[src/design/ilp_pkg.sv]
// Package: shared types and constants of the IPv4 literal parser.
package ilp_pkg;

    // Parser position inside the current segment
    typedef enum logic [1:0] {
        PH_SEG_START  = 2'd0,
        PH_AFTER_ZERO = 2'd1,
        PH_DIGITS     = 2'd2
    } t_phase;

    // Radix of the current segment
    typedef enum logic [1:0] {
        RX_DEC = 2'd0,
        RX_OCT = 2'd1,
        RX_HEX = 2'd2
    } t_radix;

    // Classified character, as handed from the front to the back
    typedef struct packed {
        logic       is_end;   // end marker, no character
        logic [4:0] digit;    // digit value, DIGIT_NONE if no digit
        logic       is_dot;
        logic       is_x;     // 'x' or 'X'
        logic       is_zero;  // '0'
    } t_tok;

    localparam logic [4:0] DIGIT_NONE = 5'd16;

    // Character codes
    localparam logic [7:0] CHAR_0     = 8'h30;
    localparam logic [7:0] CHAR_9     = 8'h39;
    localparam logic [7:0] CHAR_LA    = 8'h61;
    localparam logic [7:0] CHAR_LF    = 8'h66;
    localparam logic [7:0] CHAR_UA    = 8'h41;
    localparam logic [7:0] CHAR_UF    = 8'h46;
    localparam logic [7:0] CHAR_LX    = 8'h78;
    localparam logic [7:0] CHAR_UX    = 8'h58;
    localparam logic [7:0] CHAR_DOT   = 8'h2E;

    // Limits of the parts
    localparam logic [31:0] MAX_OCTET = 32'h0000_00FF;
    localparam logic [31:0] MAX_16    = 32'h0000_FFFF;
    localparam logic [31:0] MAX_24    = 32'h00FF_FFFF;

    // Dot counts
    localparam logic [1:0] DOTS_0 = 2'd0;
    localparam logic [1:0] DOTS_1 = 2'd1;
    localparam logic [1:0] DOTS_2 = 2'd2;
    localparam logic [1:0] DOTS_3 = 2'd3;

    // Token queue between front and back
    localparam int QDEPTH = 2;
    localparam int QPTR_W = $clog2(QDEPTH);

endpackage

[src/design/ilp_in_if.sv]
// Interface: character channel into the parser.
interface ilp_in_if;
    logic       valid;
    logic       ready;
    logic [7:0] char_code;
    logic       end_marker;

    modport source (output valid, output char_code, output end_marker, input ready);
    modport sink   (input valid, input char_code, input end_marker, output ready);
endinterface

[src/design/ilp_out_if.sv]
// Interface: result channel out of the parser.
interface ilp_out_if;
    logic        valid;
    logic        ready;
    logic        valid_res;
    logic [31:0] address;
    logic [1:0]  dots_seen;

    modport source (output valid, output valid_res, output address, output dots_seen,
                    input ready);
    modport sink   (input valid, input valid_res, input address, input dots_seen,
                    output ready);
endinterface

[src/design/ilp_queue.sv]
// Short token queue between the classifying front and the executing back.
module ilp_queue (
    input  logic          i_clk,
    input  logic          i_rst_n,
    input  logic          i_push,
    input  ilp_pkg::t_tok i_tok,
    output logic          o_full,
    input  logic          i_pop,
    output logic          o_valid,
    output ilp_pkg::t_tok o_tok
);
    import ilp_pkg::*;

    t_tok              r_slot [QDEPTH];
    logic [QPTR_W-1:0] r_wr_ptr, n_wr_ptr;
    logic [QPTR_W-1:0] r_rd_ptr, n_rd_ptr;
    logic [QPTR_W:0]   r_count, n_count;

    assign o_full  = (r_count == (QPTR_W+1)'(QDEPTH));
    assign o_valid = (r_count != '0);
    assign o_tok   = r_slot[r_rd_ptr];

    // Pointer and fill bookkeeping; depth is a power of two so pointers wrap
    always_comb begin
        n_wr_ptr = i_push ? r_wr_ptr + 1'b1 : r_wr_ptr;
        n_rd_ptr = i_pop  ? r_rd_ptr + 1'b1 : r_rd_ptr;
        n_count  = r_count + (QPTR_W+1)'(i_push) - (QPTR_W+1)'(i_pop);
    end

    always_ff @(posedge i_clk) begin
        if (!i_rst_n) begin
            r_wr_ptr <= '0;
            r_rd_ptr <= '0;
            r_count  <= '0;
        end else begin
            r_wr_ptr <= n_wr_ptr;
            r_rd_ptr <= n_rd_ptr;
            r_count  <= n_count;
        end
    end

    // Slot storage
    always_ff @(posedge i_clk) begin
        if (i_push) begin
            r_slot[r_wr_ptr] <= i_tok;
        end
    end

`ifndef ASSERT_OFF
    a_count_bound: assert property (@(posedge i_clk) disable iff (!i_rst_n)
        r_count <= (QPTR_W+1)'(QDEPTH))
        else $error("token queue overfilled");
    a_no_pop_empty: assert property (@(posedge i_clk) disable iff (!i_rst_n)
        i_pop |-> r_count != '0)
        else $error("pop from empty token queue");
    a_no_push_full: assert property (@(posedge i_clk) disable iff (!i_rst_n)
        i_push |-> !o_full)
        else $error("push into full token queue");
`endif

endmodule

[src/design/ilp_front.sv]
// Front: accepts character beats and classifies them into tokens.
module ilp_front (
    ilp_in_if.sink        i_in,
    input  logic          i_q_full,
    output logic          o_push,
    output ilp_pkg::t_tok o_tok
);
    import ilp_pkg::*;

    logic [7:0] c;

    assign c         = i_in.char_code;
    assign i_in.ready = !i_q_full;
    assign o_push    = i_in.valid && !i_q_full;

    // Character classification
    always_comb begin
        o_tok.is_end  = i_in.end_marker;
        o_tok.is_dot  = (c == CHAR_DOT);
        o_tok.is_x    = (c == CHAR_LX) || (c == CHAR_UX);
        o_tok.is_zero = (c == CHAR_0);
        priority if (c >= CHAR_0 && c <= CHAR_9) begin
            o_tok.digit = 5'(c - CHAR_0);
        end else if (c >= CHAR_LA && c <= CHAR_LF) begin
            o_tok.digit = 5'(c - CHAR_LA) + 5'd10;
        end else if (c >= CHAR_UA && c <= CHAR_UF) begin
            o_tok.digit = 5'(c - CHAR_UA) + 5'd10;
        end else begin
            o_tok.digit = DIGIT_NONE;
        end
    end

endmodule

[src/design/ilp_back.sv]
// Back: runs the segment accumulator and emits the result on the end marker.
module ilp_back (
    input  logic          i_clk,
    input  logic          i_rst_n,
    input  logic          i_tok_valid,
    input  ilp_pkg::t_tok i_tok,
    output logic          o_pop,
    ilp_out_if.source     o_out
);
    import ilp_pkg::*;

    t_phase      r_phase, n_phase;
    t_radix      r_radix, n_radix;
    logic [31:0] r_seg, n_seg;
    logic        r_has, n_has;
    logic [1:0]  r_dot_count, n_dot_count;
    logic        r_failed, n_failed;
    logic [7:0]  r_octet [3];
    logic        oct_we;

    logic        r_out_valid;
    logic        r_valid_res;
    logic [31:0] r_address;
    logic [1:0]  r_dots;

    logic        pop, step, end_pop;
    t_radix      cur_radix;
    logic [31:0] seg_base;
    logic        lead_zero, hex_prefix, in_range, ovf, dot_ok;
    logic [35:0] seg_ext, prod;
    logic        res_ok;
    logic [31:0] res_addr;

    assign pop     = i_tok_valid && (!r_out_valid || o_out.ready);
    assign o_pop   = pop;
    assign end_pop = pop && i_tok.is_end;
    assign step    = pop && !i_tok.is_end && !r_failed;

    // Radix and base value in force for this character
    always_comb begin
        unique case (r_phase)
            PH_SEG_START:  cur_radix = RX_DEC;
            PH_AFTER_ZERO: cur_radix = RX_OCT;
            PH_DIGITS:     cur_radix = r_radix;
            default:       cur_radix = RX_DEC;
        endcase
    end
    assign seg_base   = (r_phase == PH_SEG_START) ? '0 : r_seg;
    assign lead_zero  = (r_phase == PH_SEG_START) && i_tok.is_zero;
    assign hex_prefix = (r_phase == PH_AFTER_ZERO) && i_tok.is_x;

    // Digit check and shift-add accumulate
    assign seg_ext = {4'b0, seg_base};
    always_comb begin
        unique case (cur_radix)
            RX_DEC: begin
                in_range = (i_tok.digit < 5'd10);
                prod     = (seg_ext << 3) + (seg_ext << 1) + {31'b0, i_tok.digit};
            end
            RX_OCT: begin
                in_range = (i_tok.digit < 5'd8);
                prod     = (seg_ext << 3) + {31'b0, i_tok.digit};
            end
            RX_HEX: begin
                in_range = !i_tok.digit[4];
                prod     = (seg_ext << 4) + {31'b0, i_tok.digit};
            end
            default: begin
                in_range = 1'b0;
                prod     = seg_ext;
            end
        endcase
    end
    assign ovf    = (prod[35:32] != 4'b0);
    assign dot_ok = (r_dot_count != DOTS_3) && r_has && (seg_base <= MAX_OCTET);

    // Next phase
    always_comb begin
        n_phase = r_phase;
        priority if (end_pop) begin
            n_phase = PH_SEG_START;
        end else if (step) begin
            priority if (lead_zero) begin
                n_phase = PH_AFTER_ZERO;
            end else if (hex_prefix) begin
                n_phase = PH_DIGITS;
            end else if (!in_range && i_tok.is_dot && dot_ok) begin
                n_phase = PH_SEG_START;
            end else begin
                n_phase = PH_DIGITS;
            end
        end else begin
            n_phase = r_phase;
        end
    end

    // Segment datapath and flags
    always_comb begin
        n_radix     = r_radix;
        n_seg       = r_seg;
        n_has       = r_has;
        n_dot_count = r_dot_count;
        n_failed    = r_failed;
        oct_we      = 1'b0;
        priority if (end_pop) begin
            n_radix     = RX_DEC;
            n_seg       = '0;
            n_has       = 1'b0;
            n_dot_count = DOTS_0;
            n_failed    = 1'b0;
        end else if (step) begin
            priority if (lead_zero) begin
                n_seg   = '0;
                n_has   = 1'b1;
                n_radix = RX_DEC;
            end else if (hex_prefix) begin
                n_radix = RX_HEX;
                n_has   = 1'b0;
            end else begin
                n_radix = cur_radix;
                n_seg   = seg_base;
                priority if (in_range) begin
                    if (ovf) begin
                        n_failed = 1'b1;
                    end else begin
                        n_seg = prod[31:0];
                        n_has = 1'b1;
                    end
                end else if (i_tok.is_dot && dot_ok) begin
                    oct_we      = 1'b1;
                    n_dot_count = r_dot_count + 2'd1;
                    n_has       = 1'b0;
                    n_seg       = '0;
                end else begin
                    n_failed = 1'b1;
                end
            end
        end else begin
            n_failed = r_failed;
        end
    end

    // Final check of the last part and address assembly
    always_comb begin
        res_ok   = !r_failed && r_has && (r_phase != PH_SEG_START);
        res_addr = '0;
        unique case (r_dot_count)
            DOTS_0: res_addr = r_seg;
            DOTS_1: begin
                if (r_seg > MAX_24) res_ok = 1'b0;
                res_addr = {r_octet[0], r_seg[23:0]};
            end
            DOTS_2: begin
                if (r_seg > MAX_16) res_ok = 1'b0;
                res_addr = {r_octet[0], r_octet[1], r_seg[15:0]};
            end
            DOTS_3: begin
                if (r_seg > MAX_OCTET) res_ok = 1'b0;
                res_addr = {r_octet[0], r_octet[1], r_octet[2], r_seg[7:0]};
            end
            default: res_addr = '0;
        endcase
    end

    // Control state
    always_ff @(posedge i_clk) begin
        if (!i_rst_n) begin
            r_phase     <= PH_SEG_START;
            r_radix     <= RX_DEC;
            r_has       <= 1'b0;
            r_dot_count <= DOTS_0;
            r_failed    <= 1'b0;
            r_out_valid <= 1'b0;
        end else begin
            r_phase     <= n_phase;
            r_radix     <= n_radix;
            r_has       <= n_has;
            r_dot_count <= n_dot_count;
            r_failed    <= n_failed;
            if (end_pop) begin
                r_out_valid <= 1'b1;
            end else if (o_out.ready) begin
                r_out_valid <= 1'b0;
            end
        end
    end

    // Accumulator, dotted parts and result register
    always_ff @(posedge i_clk) begin
        r_seg <= n_seg;
        if (oct_we) begin
            unique case (r_dot_count)
                DOTS_0:  r_octet[0] <= seg_base[7:0];
                DOTS_1:  r_octet[1] <= seg_base[7:0];
                DOTS_2:  r_octet[2] <= seg_base[7:0];
                default: r_octet[0] <= r_octet[0];
            endcase
        end
        if (end_pop) begin
            r_valid_res <= res_ok;
            r_address   <= res_ok ? res_addr : '0;
            r_dots      <= res_ok ? r_dot_count : DOTS_0;
        end
    end

    assign o_out.valid     = r_out_valid;
    assign o_out.valid_res = r_valid_res;
    assign o_out.address   = r_address;
    assign o_out.dots_seen = r_dots;

`ifndef ASSERT_OFF
    a_end_clears: assert property (@(posedge i_clk) disable iff (!i_rst_n)
        end_pop |=> r_phase == PH_SEG_START && r_dot_count == DOTS_0 && !r_failed && !r_has)
        else $error("parser state not cleared after end marker");
    a_failed_sticky: assert property (@(posedge i_clk) disable iff (!i_rst_n)
        (r_failed && !end_pop) |=> r_failed && $stable(r_dot_count))
        else $error("failed string changed state before end marker");
    a_invalid_zero: assert property (@(posedge i_clk) disable iff (!i_rst_n)
        (r_out_valid && !r_valid_res) |-> (r_address == '0 && r_dots == DOTS_0))
        else $error("invalid result carries nonzero fields");
    a_dot_on_dot: assert property (@(posedge i_clk) disable iff (!i_rst_n)
        oct_we |-> (step && i_tok.is_dot && r_dot_count != DOTS_3))
        else $error("dotted part stored without a legal dot");
`endif

endmodule

[src/design/ipv4_literal_parser.sv]
// Top level of the IPv4 literal parser.
// Usage:
//   i_in carries one character beat per item (char_code) or an end marker beat
//   (end_marker=1). Each string is closed by an end marker; an empty string
//   is reported invalid. Digits are decimal, octal after a leading 0, hex after 0x/0X.
//   o_out delivers one beat per end marker: valid_res, the address in host
//   order and the dot count; address and dots_seen are zero when invalid.
// Timing:
//   Characters are classified in the front and pushed into a two-entry token
//   queue; while no result beat waits on the receiver, the back consumes one
//   token per cycle and one beat is accepted every cycle. The end marker passes
//   through a queue slot, and the result register is loaded when it is popped.
// Reset and stall:
//   Synchronous active-low reset empties the queue and returns the parser to
//   segment start with no result pending. While the receiver holds ready low,
//   the result register holds its beat, the back stops, the queue fills and
//   i_in.ready drops once both queue slots are taken.
module ipv4_literal_parser (
    input  logic       i_clk,
    input  logic       i_rst_n,
    ilp_in_if.sink     i_in,
    ilp_out_if.source  o_out
);
    import ilp_pkg::*;

    t_tok q_in_tok, q_out_tok;
    logic q_push, q_full, q_pop, q_valid;

    ilp_front u_front (
        .i_in     (i_in),
        .i_q_full (q_full),
        .o_push   (q_push),
        .o_tok    (q_in_tok)
    );

    ilp_queue u_queue (
        .i_clk   (i_clk),
        .i_rst_n (i_rst_n),
        .i_push  (q_push),
        .i_tok   (q_in_tok),
        .o_full  (q_full),
        .i_pop   (q_pop),
        .o_valid (q_valid),
        .o_tok   (q_out_tok)
    );

    ilp_back u_back (
        .i_clk       (i_clk),
        .i_rst_n     (i_rst_n),
        .i_tok_valid (q_valid),
        .i_tok       (q_out_tok),
        .o_pop       (q_pop),
        .o_out       (o_out)
    );

endmodule
[src/flat_wrapper.sv]
// flat-port wrapper written by rule: the top's interface ports become plain ports
module ipv4_literal_parser_flat import ilp_pkg::*;
  (i_clk, i_rst_n, i_in_valid, i_in_char_code, i_in_end_marker, i_in_ready, o_out_valid, o_out_valid_res, o_out_address, o_out_dots_seen, o_out_ready);
  ilp_in_if i_in_i ();
  ilp_out_if o_out_i ();
  input  logic i_clk;
  input  logic i_rst_n;
  input wire logic [$bits(i_in_i.valid)-1:0] i_in_valid;
  input wire logic [$bits(i_in_i.char_code)-1:0] i_in_char_code;
  input wire logic [$bits(i_in_i.end_marker)-1:0] i_in_end_marker;
  output wire logic [$bits(i_in_i.ready)-1:0] i_in_ready;
  output wire logic [$bits(o_out_i.valid)-1:0] o_out_valid;
  output wire logic [$bits(o_out_i.valid_res)-1:0] o_out_valid_res;
  output wire logic [$bits(o_out_i.address)-1:0] o_out_address;
  output wire logic [$bits(o_out_i.dots_seen)-1:0] o_out_dots_seen;
  input wire logic [$bits(o_out_i.ready)-1:0] o_out_ready;
  assign i_in_i.valid = i_in_valid;
  assign i_in_i.char_code = i_in_char_code;
  assign i_in_i.end_marker = i_in_end_marker;
  assign i_in_ready = i_in_i.ready;
  assign o_out_valid = o_out_i.valid;
  assign o_out_valid_res = o_out_i.valid_res;
  assign o_out_address = o_out_i.address;
  assign o_out_dots_seen = o_out_i.dots_seen;
  assign o_out_i.ready = o_out_ready;
  ipv4_literal_parser u_core (.i_clk(i_clk), .i_rst_n(i_rst_n), .i_in(i_in_i), .o_out(o_out_i));
endmodule
[config.mk]
export PLATFORM = sky130hd
export DESIGN_NAME = ipv4_literal_parser_flat
export DESIGN_NICKNAME = d
export VERILOG_FILES = /design/src/design/ilp_pkg.sv /design/src/design/ilp_in_if.sv /design/src/design/ilp_out_if.sv /design/src/design/ilp_queue.sv /design/src/design/ilp_front.sv /design/src/design/ilp_back.sv /design/src/design/ipv4_literal_parser.sv /design/src/flat_wrapper.sv
export SDC_FILE = /design/constraint.sdc
export NUM_CORES = 1
export LEC_CHECK = 0
export BUFFER_PORTS_ARGS = -buffer_cell sky130_fd_sc_hd__buf_2
export CORE_ASPECT_RATIO = 0.9
export CORE_MARGIN = 1.5
export CORE_UTILIZATION = 35
export CTS_CLUSTER_DIAMETER = 80
export DETAILED_ROUTE_END_ITERATION = 8
export GPL_TIMING_DRIVEN = 0
export PLACE_DENSITY = 0.52
export SETUP_SLACK_MARGIN = 0.1
export SLEW_MARGIN = 10
export SYNTH_ARGS = -nofsm -noshare
export SYNTH_HDL_FRONTEND = slang
export SYNTH_SLANG_ARGS = --single-unit
[constraint.sdc]
create_clock -name i_clk -period 15.97 [get_ports i_clk]
set_input_delay 3.194 -clock i_clk [delete_from_list [all_inputs] [get_ports i_clk]]
set_output_delay 3.194 -clock i_clk [all_outputs]
set_load 0.005 [all_outputs]
==> summary.txt, run 1 <==
sequence of cells on the critical path -> inv_1 -> ha_1 -> buf_2 -> clkbuf_1 -> clkbuf_1 -> clkbuf_1 -> clkbuf_1 -> nor2_1 -> ha_1 -> ha_1 -> inv_1 -> fa_1 -> nand2b_1 -> a21oi_1 -> nor2_1 -> o221ai_1 -> a41oi_1 -> o41ai_1 -> xor2_1 -> o31a_1 -> buf_2 -> nor2_2 -> buf_2 -> o211ai_1
first-pass GRT wire length -> 50.1 mm
Clock Pin Slew Worst Setup and Hold Paths -> 0.06 ns
number of max-cap violations -> 0
Die ar. -> 0.0290 mm^2
Hold/Removal Path Class -> flip-flop to flip-flop
critical path's top delay family -> buffers and inverters
worst path required time -> 16.25 ns
total number of yosys warnings -> 0
total number of vias -> 8954
commonest non-fill, non-tap cells in the layout -> nand2_1, nor2_1, ha_1, edfxtp_1, a21oi_1
initial antenna violation count -> 0
routability-driven placement congestion ratio -> 0.955
count of standard-cell rows -> 57
Setup WS pre-CTS -> 8.17 ns
wire length per cell -> 20.4 um
peak supply drop -> 0.0000709 V
number of DRC violations after detailed routing -> 0
leading cell type in the layout, fill and taps excluded -> nand2_1
endpoint of the most critical setup path -> u_core.u_back.r_seg[26]
via count of the first global-routing pass -> 8470
depth of the CTS H-tree -> 4
number of buffers created by CTS -> 17
sequential share of the synthesized area -> 33.0%
run status -> complete, no violations
slew at the pin closest to its max-slew limit -> 1.12 ns
initial drt markers -> 794
layout cells sized above 1 -> 9.36%
critical path startpoint -> u_core.u_back.r_phase[1]
Worst Reg-to-Reg Cells -> 24
final-report hold violation count -> 0
die extent in x -> 179 um
most used flip-flop cell after synthesis -> edfxtp_1
Max Buffers Root-to-Sink -> 2
startpoint-to-endpoint class of the critical path -> flip-flop to flip-flop
clock insertion delay at the later pin of the skew report -> 0.42 ns
number of flops mapped to enable cells by yosys -> 77
Slew Limit Fails -> 0
final-report setup violation count -> 0
Max Freq -> 127 MHz
count of different cell masters after synthesis -> 72
Area Growth Syn to Fin -> 13.7%
Die H -> 162 um
final worst path period need -> 7.84 ns
Max Clock Skew -> 0.0109 ns
total setup buffers inserted after CTS -> 0
Setup Total Neg Slack -> 0 ns
ports placed on the boundary -> 50
setup ws final -> 8.13 ns
DPL Wire Length -> 26.1 mm
smallest hold slack -> 0.481 ns
cell at the root of the clock tree -> clkbuf_16
routed via count divided by cell count -> 5.66
first drt pass iteration count -> 6
Pwr per Cell Area -> 93.0 mW/mm^2
cell with the most instances on the worst path -> clkbuf_1
Avg Cell Area, Syn -> 8.58 um^2
total power -> 1.04 mW
Final Cell Area -> 0.0112 mm^2
critical path capture point type -> flip-flop
count of buffering cells on the critical path with inverters included -> 9
post-synthesis cell area -> 0.00981 mm^2
Resize count post-CTS -> 0
Clock Sink Count -> 123
critical register-to-register path endpoint -> u_core.u_back.r_seg[26]
largest net degree at the start of global routing -> 17
global route total overflow -> 0
leakage power total -> 4.28 nW
Core ar. -> 0.0272 mm^2
instance area at placement -> 0.0105 mm^2
aggregate global-route resource usage -> 22.2%
post-synthesis async set-or-reset flop share -> 0%
source of the worst register-to-register timing path -> u_core.u_back.r_phase[1]
clock tree from TritonCTS -> yes
Detail Route Antenna Nets -> 0
Port Buffers -> 49
total nets after synthesis -> 1241
count of nets after finishing -> 1313
startpoint type of the worst setup path -> flip-flop
remaining max-slew budget at the tightest pin -> 25.4%
arrival time reported for the critical path endpoint -> 8.13 ns
Tcrit/Tclk final -> 49.1%
slowest cell on the critical path -> clkbuf_1
starting density of the core -> 36.0%
biggest fanout along the worst timing path -> 10
number of synthesized register bits -> 123
maximum cell stage delay along the critical path -> 0.53 ns
cts hold-fix bufs -> 0
number of antenna diodes -> 0
count of cell instances traversed by the critical path -> 24
FF-to-FF setup slack -> 8.13 ns
number of standard cells after synthesis -> 1143
unrepaired setup endpoints after global routing -> false
post-detailed-routing wire length -> 32.3 mm
## through the flow
stage	std cells	utilization, %
after global placement	1546	38.5
final	1582	40.9
after CTS	1582	40.9
after global routing	1582	40.9
after floorplan	1143	-
after detailed placement	1550	38.7
## cell families (layout without fill, tap and decap cells)
family / after synthesis / count (layout) / share of synthesized area, %
AND/OR/NAND/NOR: 444 / 444 / 23.7
AO/OA/AOI/OAI: 284 / 284 / 19.2
flip-flops: 123 / 123 / 33.0
buffers and inverters: 113 / 198 / 4.48
adder cells (fa/ha/maj): 85 / 85 / 11.1
XOR/XNOR: 80 / 80 / 7.14
multiplexers: 14 / 14 / 1.48
## state kept, by name (all words and copies together) (netlist names), named ones only
| signal | flops |
|---|---|
| u_core.u_back.o_out.address | 32 |
| u_core.u_back.o_out.dots_seen | 2 |
| u_core.u_back.o_out.valid | 1 |
| u_core.u_back.o_out.valid_res | 1 |
| u_core.u_back.r_dot_count | 2 |
| u_core.u_back.r_failed | 1 |
| u_core.u_back.r_has | 1 |
| u_core.u_back.r_octet | 24 |
| u_core.u_back.r_phase | 2 |
| u_core.u_back.r_radix | 2 |
| u_core.u_back.r_seg | 32 |
| u_core.u_queue.r_count | 2 |
| u_core.u_queue.r_rd_ptr | 1 |
| u_core.u_queue.r_slot | 18 |
| u_core.u_queue.r_wr_ptr | 1 |
## synthesized netlist by cell type, types with 4 or more instances
library cell / n / area, um^2
mux2i_1: 10 / 100
nand2b_1: 24 / 150
nand3_1: 28 / 140
edfxtp_1: 77 / 2310
clkbuf_1: 49 / 184
a21o_1: 23 / 173
and3_1: 15 / 93.8
a21oi_1: 70 / 350
nand4b_1: 7 / 61.3
o21bai_1: 8 / 60.1
inv_1: 48 / 180
or3_1: 6 / 37.5
and4_1: 4 / 35.0
a221oi_1: 5 / 43.8
nor3_1: 19 / 95.1
or2_2: 5 / 31.3
buf_2: 11 / 55.1
nor4_1: 17 / 106
a22oi_1: 31 / 233
nand4_1: 31 / 194
ha_1: 82 / 1030
buf_1: 4 / 15.0
nand3b_1: 5 / 37.5
o22ai_1: 12 / 75.1
o31ai_1: 5 / 37.5
o21a_1: 5 / 37.5
mux2_2: 4 / 45.0
and3b_1: 4 / 35.0
nor2b_1: 22 / 138
nor2_1: 101 / 379
and4b_1: 4 / 40.0
a31oi_1: 14 / 87.6
and2_1: 23 / 144
o211ai_1: 20 / 150
dfxtp_1: 46 / 921
xor2_1: 16 / 140
o32ai_1: 7 / 61.3
nand2_1: 105 / 394
o21ai_0: 47 / 235
or4_1: 6 / 45.0
xnor2_1: 64 / 561
a211oi_1: 8 / 60.1
## report_power, final
| part | switching [mW] | internal [mW] | total [mW] |
|---|---|---|---|
| Sequential | 0.0142 | 0.381 | 0.395 |
| Clock | 0.146 | 0.243 | 0.389 |
| Combinational | 0.171 | 0.0827 | 0.254 |
| Total | 0.332 | 0.706 | 1.04 |
## routing by layer
| layer | track usage (%) | wire length (um) |
|---|---|---|
| met5 | 0 | 0 |
| met4 | 6.21 | 620 |
| met3 | 3.05 | 2090 |
| met2 | 33.0 | 13600 |
| met1 | 33.3 | 16000 |
## worst min-delay path, cell delays in order (launching register included)
cell and delay [ns]:
dfxtp_1 0.31, inv_1 0.06, a21oi_1 0.06
## layout make-up
cell class | instances | area [um^2]
tap | 354 | 443
clock inverter | 10 | 101
clock buffer | 22 | 507
fill | 2784 | 16100
buffer | 65 | 259
timing repair buffer | 53 | 275
sequential | 123 | 3230
multi-input combinational | 907 | 6150
inverter | 48 | 180
## worst min-delay path by stage
stage                                      start                endpoint  slack (ns)  cells past startpoint
after floorplan           u_core.u_back.r_failed  u_core.u_back.r_failed        0.44                      2
after global placement    u_core.u_back.r_failed  u_core.u_back.r_failed        0.46                      2
after detailed placement  u_core.u_back.r_failed  u_core.u_back.r_failed        0.47                      2
after CTS                 u_core.u_back.r_failed  u_core.u_back.r_failed        0.49                      2
after global routing      u_core.u_back.r_failed  u_core.u_back.r_failed        0.51                      2
final                     u_core.u_back.r_failed  u_core.u_back.r_failed        0.48                      2
Note: power is estimated with default switching activity, not from simulation.
==> run 2: changes to the inputs <==
- ABC_AREA: unset -> 1
- clock period: 15.97 -> 8.22 ns (I/O delays scaled with it)
==> summary.txt, run 2 <==
routability-driven placement congestion ratio -> 0.984 (was 0.955)
top cell types by occurrence after synthesis -> nand2_1, inv_1, nand3_1 (was nand2_1, nor2_1, ha_1)
number of flops mapped to enable cells by yosys -> 77 (unchanged)
sequential share of the synthesized area -> 27.6% (was 33.0%)
number of synthesized register bits -> 123 (unchanged)
count of different cell masters after synthesis -> 44 (was 72)
Tcrit/Tclk final -> 73.2% (was 49.1%)
commonest non-fill, non-tap cells in the layout -> nand2_1, inv_1, nand3_1, nor2_1, a21oi_1 (was nand2_1, nor2_1, ha_1, edfxtp_1, a21oi_1)
post-detailed-routing wire length -> 43.7 mm (was 32.3 mm)
Core ar. -> 0.0329 mm^2 (was 0.0272 mm^2)
Max Freq -> 166 MHz (was 127 MHz)
count of nets after finishing -> 2091 (was 1313)
Area Growth Syn to Fin -> 12.1% (was 13.7%)
most used flip-flop cell after synthesis -> edfxtp_1 (unchanged)
final-report setup violation count -> 0 (unchanged)
final-report hold violation count -> 0 (unchanged)
startpoint type of the worst setup path -> flip-flop (unchanged)
wire length per cell -> 18.0 um (was 20.4 um)
total power -> 2.77 mW (was 1.04 mW)
hold depth -> 1 (was 2)
biggest fanout along the worst timing path -> 11 (was 10)
number of antenna diodes -> 0 (unchanged)
startpoint-to-endpoint class of the critical path -> flip-flop to flip-flop (unchanged)
run status -> complete, no violations (unchanged)
global route total overflow -> 0 (unchanged)
critical register-to-register path endpoint -> u_core.u_back.r_seg[0] (was u_core.u_back.r_seg[26])
number of standard cells after synthesis -> 1924 (was 1143)
Avg Cell Area, Syn -> 6.10 um^2 (was 8.58 um^2)
peak supply drop -> 0.000148 V (was 0.0000709 V)
Clock Sink Count -> 123 (unchanged)
Setup Total Neg Slack -> 0 ns (unchanged)
final worst path period need -> 6.02 ns (was 7.84 ns)
leading cell type in the layout, fill and taps excluded -> nand2_1 (unchanged)
critical path capture point type -> flip-flop (unchanged)
post-synth top area cell -> nand2_1 (was edfxtp_1)
via count of the first global-routing pass -> 11600 (was 8470)
final-layout fill cell count -> 3653 (was 2784)
FF-to-FF setup slack -> 2.20 ns (was 8.13 ns)
clock insertion delay at the later pin of the skew report -> 0.43 ns (was 0.42 ns)
initial drt markers -> 1126 (was 794)
post-synthesis async set-or-reset flop share -> 0% (unchanged)
unrepaired setup endpoints after global routing -> false (unchanged)
number of max-cap violations -> 0 (unchanged)
count leader, synth -> nand2_1 (unchanged)
worst path required time -> 8.50 ns (was 16.25 ns)
fraction of synthesized cell area taken by the top area cell type -> 21.1% (was 23.6%)
DPL Wire Length -> 36.3 mm (was 26.1 mm)
depth of the CTS H-tree -> 4 (unchanged)
number of DRC violations after detailed routing -> 0 (unchanged)
die extent in x -> 196 um (was 179 um)
slew at the pin closest to its max-slew limit -> 1.20 ns (was 1.12 ns)
Slew Limit Fails -> 0 (unchanged)
Resize count post-CTS -> 0 (unchanged)
Hold/Removal Path Class -> flip-flop to flip-flop (unchanged)
Die H -> 177 um (was 162 um)
post-synthesis cell area -> 0.0117 mm^2 (was 0.00981 mm^2)
routed via count divided by cell count -> 5.21 (was 5.66)
starting density of the core -> 35.6% (was 36.0%)
Max Clock Skew -> 0.0140 ns (was 0.0109 ns)
layout cells sized above 1 -> 6.93% (was 9.36%)
total setup buffers inserted after CTS -> 0 (unchanged)
total number of vias -> 12700 (was 8954)
critical path's top delay family -> simple AND/OR/NAND/NOR gates (was buffers and inverters)
largest net degree at the start of global routing -> 35 (was 17)
area of the multi-input gates -> 0.00720 mm^2 (was 0.00615 mm^2)
cell with the most instances on the worst path -> nand2_1 (was clkbuf_1)
total nets after synthesis -> 2022 (was 1241)
cell at the root of the clock tree -> clkbuf_16 (unchanged)
total number of yosys warnings -> 0 (unchanged)
Die ar. -> 0.0346 mm^2 (was 0.0290 mm^2)
Worst Reg-to-Reg Cells -> 29 (was 24)
maximum cell stage delay along the critical path -> 1.03 ns (was 0.53 ns)
arrival time reported for the critical path endpoint -> 6.30 ns (was 8.13 ns)
ports placed on the boundary -> 50 (unchanged)
Max Buffers Root-to-Sink -> 2 (unchanged)
first drt pass iteration count -> 5 (was 6)
count of buffering cells on the critical path with inverters included -> 7 (was 9)
Pwr per Cell Area -> 211 mW/mm^2 (was 93.0 mW/mm^2)
leakage power total -> 6.29 nW (was 4.28 nW)
initial antenna violation count -> 1 (was 0)
number of buffers created by CTS -> 17 (unchanged)
Sequential Area -> 0.00323 mm^2 (unchanged)
count of standard-cell rows -> 63 (was 57)
slowest cell on the critical path -> nor2_1 (was clkbuf_1)
cts hold-fix bufs -> 0 (unchanged)
remaining max-slew budget at the tightest pin -> 19.7% (was 25.4%)
source of the worst register-to-register timing path -> u_core.u_back.r_phase[0] (was u_core.u_back.r_phase[1])
aggregate global-route resource usage -> 25.4% (was 22.2%)
Port Buffers -> 49 (unchanged)
Clock Pin Slew Worst Setup and Hold Paths -> 0.06 ns (about the same)
first-pass GRT wire length -> 66.1 mm (was 50.1 mm)
Area contributors post-synth -> nand2_1, edfxtp_1, nand3_1, inv_1, ha_1 (was edfxtp_1, ha_1, dfxtp_1, xnor2_1, nand2_1)
origin of the worst min-delay path -> u_core.u_queue.r_rd_ptr (was u_core.u_back.r_failed)
clock tree from TritonCTS -> yes (unchanged)
Detail Route Antenna Nets -> 0 (unchanged)
[run 2: cell families (layout without fill, tap and decap cells)]
logic type	after synthesis	count (layout)	share of synthesized area (%)
simple gates	1188	1188	42.7
buf+inv	334	416	11.1
compound gates	190	190	9.10
flops	123	123	27.6
fa+ha+maj	85	85	9.26
xor+xnor	3	3	0.224
mux	1	1	0.0853
[run 2: layout make-up]
type	instances	area share, %
plain buffers	47	1.71
clock buffers	21	3.75
clock inverters	11	0.999
inverters	287	8.20
multi-input cells	1467	54.7
flip-flops and latches	123	24.6
well taps	422	4.01
repair buffers	50	2.02
[run 2: power by group]
group / switching, mW / internal (mW)
Clock: 0.286 / 0.494
Combinational: 0.756 / 0.335
Sequential: 0.103 / 0.796
Total: 1.14 / 1.63
[run 2: worst register-to-register path, delay by kind of cell (launching register included)]
family,cells,cell delay [ns]
simple gates,18,2.98
flops,1,0.33
compound gates,1,0.07
buf+inv,7,1.53
fa+ha+maj,3,0.96
[run 2: per-layer routing]
layer  GRT usage [%]  share of wire, %  wire length, um  vias to the layer above
li1                -                 -                -                     6350
met1            36.4                48            20900                     5865
met2            39.9                44            19000                      385
met3            3.72               6.6             2870                       52
met4            6.67               2.1              918                        0
met5               0                 0                0                        -
[run 2: worst max path at each step]
stage                                   from                             end  slack, ns  depth (start not counted)
CTS                 u_core.u_back.r_phase[0]          u_core.u_back.r_seg[0]       2.22                         29
finish              u_core.u_back.r_phase[0]          u_core.u_back.r_seg[0]       2.20                         29
detailed placement  u_core.u_back.r_phase[1]          u_core.u_back.r_seg[0]       2.24                         29
floorplan                        o_out_ready  u_core.u_back.o_out.address[0]       4.23                          5
global placement    u_core.u_back.r_phase[1]         u_core.u_back.r_seg[30]       2.27                         29
global route        u_core.u_back.r_phase[0]          u_core.u_back.r_seg[2]       1.66                         29
[run 2: through the flow]
step | worst slack (ns) | hold WS [ns] | std cells | utilization, % | area [um^2]
after floorplan | 4.23 | 0.425 | 1924 | - | 11700
after global placement | 2.27 | 0.433 | 2395 | 37.9 | 12500
after detailed placement | 2.24 | 0.439 | 2396 | 38.0 | 12500
after CTS | 2.22 | 0.449 | 2428 | 39.9 | 13100
after global routing | 1.66 | 0.465 | 2428 | 39.9 | 13200
final | 2.20 | 0.447 | 2428 | 39.9 | 13200
